===== src/rtl/core/strmin_pkg.sv =====
// strmin_pkg: sizes, command and status codes, controller states and
// the command/status structs shared by the sparse table modules
// no dependencies
`timescale 1ns / 1ps
`default_nettype none

package strmin_pkg;

    localparam int MAX_ELEMENTS = 1024;
    localparam int LEVELS       = 11;
    localparam int VAL_W        = 64;
    localparam int POS_W        = 10;   // width of the left/right fields
    localparam int CNT_W        = 11;   // element count width
    localparam int IDX_W        = $clog2(MAX_ELEMENTS);
    localparam int LVL_W        = $clog2(LEVELS);
    localparam int DEPTH        = LEVELS * MAX_ELEMENTS;
    localparam int ADDR_W       = $clog2(DEPTH);
    localparam int SUM_W        = ((CNT_W > LEVELS) ? CNT_W : LEVELS) + 1;
    localparam int LOG_W        = $clog2(SUM_W);
    localparam int IN_DATA_W    = 88;   // value, left, right, zero padded
    localparam int OUT_DATA_W   = 64;

    typedef enum logic [1:0] {
        CMD_APPEND = 2'd0,
        CMD_QUERY  = 2'd1,
        CMD_CLEAR  = 2'd2,
        CMD_NONE   = 2'd3
    } t_cmd;

    typedef enum logic [1:0] {
        ST_OK    = 2'd0,
        ST_RANGE = 2'd1,
        ST_FULL  = 2'd2
    } t_status;

    typedef enum logic [2:0] {
        S_IDLE,
        S_APPEND,
        S_QREAD,
        S_QCMP,
        S_EMIT
    } t_state;

    // controller to datapath
    typedef struct packed {
        logic    load_in;     // latch the accepted request
        logic    app_step;    // write one level of an append
        logic    q_read;      // issue both query reads
        logic    q_cmp;       // combine query read data into result
        logic    clear;       // empty the table
        logic    res_load;    // load a result with zero minimum
        t_status res_status;
        logic    load_out;    // move result into output register
    } t_dp_cmd;

    // datapath to controller
    typedef struct packed {
        logic full;
        logic app_last;
        logic q_bad;
    } t_dp_stat;

    function automatic logic [VAL_W-1:0] smin(input logic [VAL_W-1:0] a,
                                              input logic [VAL_W-1:0] b);
        smin = ($signed(b) < $signed(a)) ? b : a;
    endfunction

    // index of the highest set bit, zero for zero
    function automatic logic [LOG_W-1:0] floor_log2(input logic [SUM_W-1:0] x);
        logic [LOG_W-1:0] k;
        k = '0;
        for (int i = 1; i < SUM_W; i++) begin
            if (x[i]) begin
                k = LOG_W'(i);
            end
        end
        floor_log2 = k;
    endfunction

    function automatic logic [ADDR_W-1:0] tbl_addr(input logic [LVL_W-1:0] lvl,
                                                   input logic [IDX_W-1:0] idx);
        tbl_addr = ADDR_W'(lvl) * ADDR_W'(MAX_ELEMENTS) + ADDR_W'(idx);
    endfunction

endpackage

`default_nettype wire


===== src/rtl/core/strmin_ctrl.sv =====
// strmin_ctrl: request sequencer and output valid register
// depends on strmin_pkg
`timescale 1ns / 1ps
`default_nettype none

module strmin_ctrl import strmin_pkg::*; (
    input  wire       i_clk,
    input  wire       i_rst_n,
    input  wire       i_s_tvalid,
    input  wire [1:0] i_s_tuser,
    output logic      o_s_tready,
    output wire       o_m_tvalid,
    input  wire       i_m_tready,
    input  wire t_dp_stat i_stat,
    output t_dp_cmd   o_cmd
);

    t_state r_state;
    t_state n_state;
    logic   r_out_valid;
    logic   n_out_valid;
    logic   accept;

    always_ff @(posedge i_clk) begin
        if (!i_rst_n) begin
            r_state     <= S_IDLE;
            r_out_valid <= 1'b0;
        end else begin
            r_state     <= n_state;
            r_out_valid <= n_out_valid;
        end
    end

    always_comb begin
        n_state    = r_state;
        o_cmd      = '0;
        o_cmd.res_status = ST_OK;
        o_s_tready = (r_state == S_IDLE);
        accept     = i_s_tvalid && o_s_tready;
        case (r_state)
            S_IDLE: begin
                if (accept) begin
                    o_cmd.load_in = 1'b1;
                    case (t_cmd'(i_s_tuser))
                        CMD_APPEND: begin
                            if (i_stat.full) begin
                                o_cmd.res_load   = 1'b1;
                                o_cmd.res_status = ST_FULL;
                                n_state          = S_EMIT;
                            end else begin
                                o_cmd.res_load = 1'b1;
                                n_state        = S_APPEND;
                            end
                        end
                        CMD_QUERY: begin
                            n_state = S_QREAD;
                        end
                        CMD_CLEAR: begin
                            o_cmd.clear    = 1'b1;
                            o_cmd.res_load = 1'b1;
                            n_state        = S_EMIT;
                        end
                        default: begin
                            o_cmd.res_load = 1'b1;
                            n_state        = S_EMIT;
                        end
                    endcase
                end
            end
            S_APPEND: begin
                o_cmd.app_step = 1'b1;
                if (i_stat.app_last) begin
                    n_state = S_EMIT;
                end
            end
            S_QREAD: begin
                if (i_stat.q_bad) begin
                    o_cmd.res_load   = 1'b1;
                    o_cmd.res_status = ST_RANGE;
                    n_state          = S_EMIT;
                end else begin
                    o_cmd.q_read = 1'b1;
                    n_state      = S_QCMP;
                end
            end
            S_QCMP: begin
                o_cmd.q_cmp = 1'b1;
                n_state     = S_EMIT;
            end
            S_EMIT: begin
                if (!r_out_valid || i_m_tready) begin
                    o_cmd.load_out = 1'b1;
                    n_state        = S_IDLE;
                end
            end
            default: begin
                n_state = S_IDLE;
            end
        endcase
    end

    always_comb begin
        if (o_cmd.load_out) begin
            n_out_valid = 1'b1;
        end else if (i_m_tready) begin
            n_out_valid = 1'b0;
        end else begin
            n_out_valid = r_out_valid;
        end
    end

    assign o_m_tvalid = r_out_valid;

endmodule

`default_nettype wire


===== config.mk =====
export PLATFORM = sky130hd
export DESIGN_NAME = strmin_ctrl
export DESIGN_NICKNAME = d
export VERILOG_FILES = /design/src/rtl/core/strmin_pkg.sv /design/src/rtl/core/strmin_ctrl.sv
export SDC_FILE = /design/constraint.sdc
export NUM_CORES = 1
export LEC_CHECK = 0
export ABC_CLOCK_PERIOD_IN_PS = 1550
export BUFFER_PORTS_ARGS = -buffer_cell sky130_fd_sc_hd__buf_2
export CAP_MARGIN = 30
export CORE_AREA = 8 8 45 47
export DETAILED_ROUTE_END_ITERATION = 6
export DIE_AREA = 0 0 53 55
export PLACE_DENSITY_LB_ADDON = 0.05
export SETUP_SLACK_MARGIN = 0.2
export SLEW_MARGIN = 10
export SYNTH_ARGS = -nofsm -noshare
export SYNTH_HDL_FRONTEND = slang
export SYNTH_SLANG_ARGS = --single-unit

===== constraint.sdc =====
create_clock -name i_clk -period 1.55 [get_ports i_clk]
set_clock_uncertainty 0.05 [all_clocks]
set_input_delay 0.0775 -clock i_clk [delete_from_list [all_inputs] [get_ports i_clk]]
set_output_delay 0.0775 -clock i_clk [all_outputs]
set_load 0.05 [all_outputs]

==> flow_summary_export.csv <==
group,metric,value,unit
synthesis,netlist_area,344,µm²
clocking,cts_tree,"built",
synthesis,syn_area_per_cell,7.48,µm²
grt,grt_pass1_wl,1730,µm
power,p_leak,0.336,nW
grt,grt_antenna_before_repair,0,
clocking,ctsHoldBuffers,0,
worst_setup_path,worstSetupStartpointType,"register",
worst_setup_path,crit_arrival,1.32,ns
timing,max_slew_margin,78.7,%
timing,finalSetupTns,0,ns
route,vias,436,
grt,grt_overflow_total,0,
timing,drv_slew,0,
die,io_pins,20,
synthesis,ys_warn_count,0,
synthesis,synth-compound-area-share,22.2,%
route,ant_nets,0,
synthesis,yosysTopAreaCellShare,23.3,%
cells_and_area,fin_util,55.2,%
clocking,clock_latency,0.23,ns
clocking,clkTransAtPathRegs,0.04,ns
clocking,root_buffer,"clkbuf_4",
route,highest_layer,"met3",
timing,rsz0062_at_grt,"true",
route,drt_pass1_iterations,4,
clocking,cts_sinks,4,
grt,grt_max_degree,14,
place,place.gp.congestion,0.726,
route,dr.first_iter.drc_count,1,
job,maxCapViolCount,0,
synthesis,ys_ff_latch,4,
timing,fmax,0.689,GHz
cells_and_area,fin_area,764,µm²
timing,worst_pin_slew,0.317,ns
synthesis,synth-seq-area-share,23.3,%
hold_path,min_path_cells,2,
route,drt-wirelength-per-cell,12.5,µm
hold_path,worstHoldStart,"i_rst_n",
route,drt-met1-wl,434,µm
route,wl,1140,µm
synthesis,syn-num-nets,55,
timing,finalSetupViolations,0,
die,die_w,53,µm
clocking,cts_made_buffers,3,
hold_path,hold_path_class,"in2reg",
grt,grt_pass1_vias,421,
place,hpwl,857,µm
worst_setup_path,ff2ff_path_depth,7,
synthesis,synth_area_leaders,"dfxtp_1, nor2_1, nor3b_1, a21oi_1, nor2b_1",
grt,grt_usage,7.75,%
synthesis,synthSimpleGateAreaFrac,42.9,%
hold_path,hold-path-endpoint,"r_state[2]$_SDFFE_PN0P_",
die,fp.dieH,55,µm
route,wl_met3,116,µm
place,placed_area,562,µm²
worst_setup_path,cp_max_fo,3,
cells_and_area,area_delta_synth_final,122,%
timing,layout_setup_ws,0.0993,ns
synthesis,synth_top_family_by_area,"simple AND/OR/NAND/NOR gates",
synthesis,syn_inst,46,
worst_setup_path,end_kind,"output port",
synthesis,synth.distinct_cells,24,
worst_setup_path,path_class,"reg2out",
clocking,htreeDepth,1,
cells_and_area,diodes,0,
synthesis,synth_xor_area_share,0,%
timing,hold_viol_final,0,
die,num_rows,14,
timing,fin_crit,1.45,ns
synthesis,synth_top_cell_by_area,"dfxtp_1",
synthesis,synth_fa_ha_area_share,0,%
die,die_area,0.00292,mm²
worst_setup_path,cp.required,1.42,ns
route,viasPerCell,4.79,
route,met2_length,585,µm
die,start_util,24.9,%
worst_setup_path,r2r-start,"r_state[0]$_SDFFE_PN0P_",
worst_setup_path,rrSetupSlack,0.17,ns
synthesis,synth_mux_area_share,3.27,%
run_status,status,"completed",
route,drc,0,
die,core,0.00138,mm²
cells_and_area,layout-drive-gt1-share,69.3,%
place,pre_cts_ws,0.116,ns
worst_setup_path,r2r_end,"r_state[2]$_SDFFE_PN0P_",
timing,fin_crit_sh,93.6,%
place,placement.io_buffers,19,
timing,hold_ws,0.0780,ns
power,p_per_area,662,mW/mm²
power,ir_worst_vdd,0.000380,V
clocking,clock_path_buffers,2,
cells_and_area,final_nets,86,
-- cell usage after synthesis --
| master | number |
|---|---|
| nor3b_1 | 3 |
| inv_1 | 2 |
| a2bb2oi_1 | 1 |
| o31ai_1 | 1 |
| nor3_4 | 1 |
| o21ai_1 | 1 |
| a2111oi_1 | 1 |
| nand2b_1 | 1 |
| buf_2 | 2 |
| nand2_1 | 3 |
| a41o_1 | 1 |
| mux2_2 | 1 |
| clkbuf_1 | 1 |
| a21oi_1 | 4 |
| a211oi_1 | 2 |
| nor4b_1 | 2 |
| and3b_1 | 1 |
| nor2b_1 | 3 |
| dfxtp_1 | 4 |
| nand3b_1 | 1 |
| nor4_1 | 1 |
| buf_4 | 1 |
| nor3_1 | 2 |
| nor2_1 | 6 |
-- metrics by stage --
step                      total power [mW]  instances
final                                0.506         91
after global routing                 0.533         91
after floorplan                      0.278         46
after global placement               0.331         81
after CTS                            0.496         88
after detailed placement             0.331         81
-- state kept, by name, summed over array words and instances, names as in the netlist --
name,cells
o_m_tvalid,1
r_state,3
-- worst max-delay path by stage --
stage	cells after the start	start	slack [ns]	to
floorplan	3	r_state[2]$_SDFFE_PN0P_	-0.28	o_cmd[2]
global placement	4	r_state[0]$_SDFFE_PN0P_	0.13	r_state[2]$_SDFFE_PN0P_
detailed placement	3	r_state[1]$_SDFFE_PN0P_	0.12	o_cmd[3]
CTS	4	r_state[0]$_SDFFE_PN0P_	0.07	o_cmd[2]
global route	4	r_state[0]$_SDFFE_PN0P_	0.003	o_cmd[2]
finish	4	r_state[0]$_SDFFE_PN0P_	0.1	o_cmd[2]
-- area by class of cell --
cell class	count	area [µm²]
flip-flops and latches	4	90.1
repair buffers	30	280
clock buffers	3	22.5
multi-input cells	36	344
inverters	2	7.51
well taps	16	20.0
fillers	124	619
-- report_power, final --
group          switching, mW  leakage [nW]  internal, mW  total (mW)
combinational          0.152         0.287         0.112       0.264
sequential           0.00867        0.0350         0.110       0.118
clock                 0.0378        0.0138        0.0863       0.124
-- cells by family (layout without fill, tap and decap cells) --
logic type	Yosys count	after routing
AND/OR/NAND/NOR	24	24
buffers and inverters	6	35
AO/OA/AOI/OAI	11	11
multiplexers	1	1
flip-flops	4	4
-- critical path: stages (launching register included) --
cell and delay (ns):
dfxtp_4 0.35, nor3_4 0.20, nand2_2 0.12, nor4b_4 0.23, buf_6 0.19
-- routing by layer --
| metal | vias to the layer above | global-route usage [%] |
|---|---|---|
| met4 | 0 | 5.17 |
| met3 | 0 | 1.34 |
| li1 | 228 | - |
| met2 | 16 | 12.9 |
| met1 | 192 | 8.94 |
| met5 | - | 0 |
-- repair_timing --
action,in CTS,in global routing
endpoints found under the hold margin,0,0
setup endpoints to repair,10,13
gates resized for setup,22,16
buffers inserted,4,3
pin swaps,5,3
-- cells in the final DEF, fill, tap and decap left out, drive strengths merged --
cell type / Yosys / final
nand2: 3 / 3
buf: 3 / 29
a2bb2oi: 1 / 1
nor3b: 3 / 3
a2111oi: 1 / 1
a21oi: 4 / 4
o21ai: 1 / 1
o31ai: 1 / 1
mux2: 1 / 1
nand2b: 1 / 1
a211oi: 2 / 2
dfxtp: 4 / 4
nor4: 1 / 1
a41o: 1 / 1
nor4b: 2 / 2
nor2b: 3 / 3
and3b: 1 / 1
nor3: 3 / 3
nand3b: 1 / 1
inv: 2 / 2
nor2: 6 / 6
clkbuf: 1 / 4
Note: power is estimated with default switching activity, not from simulation.
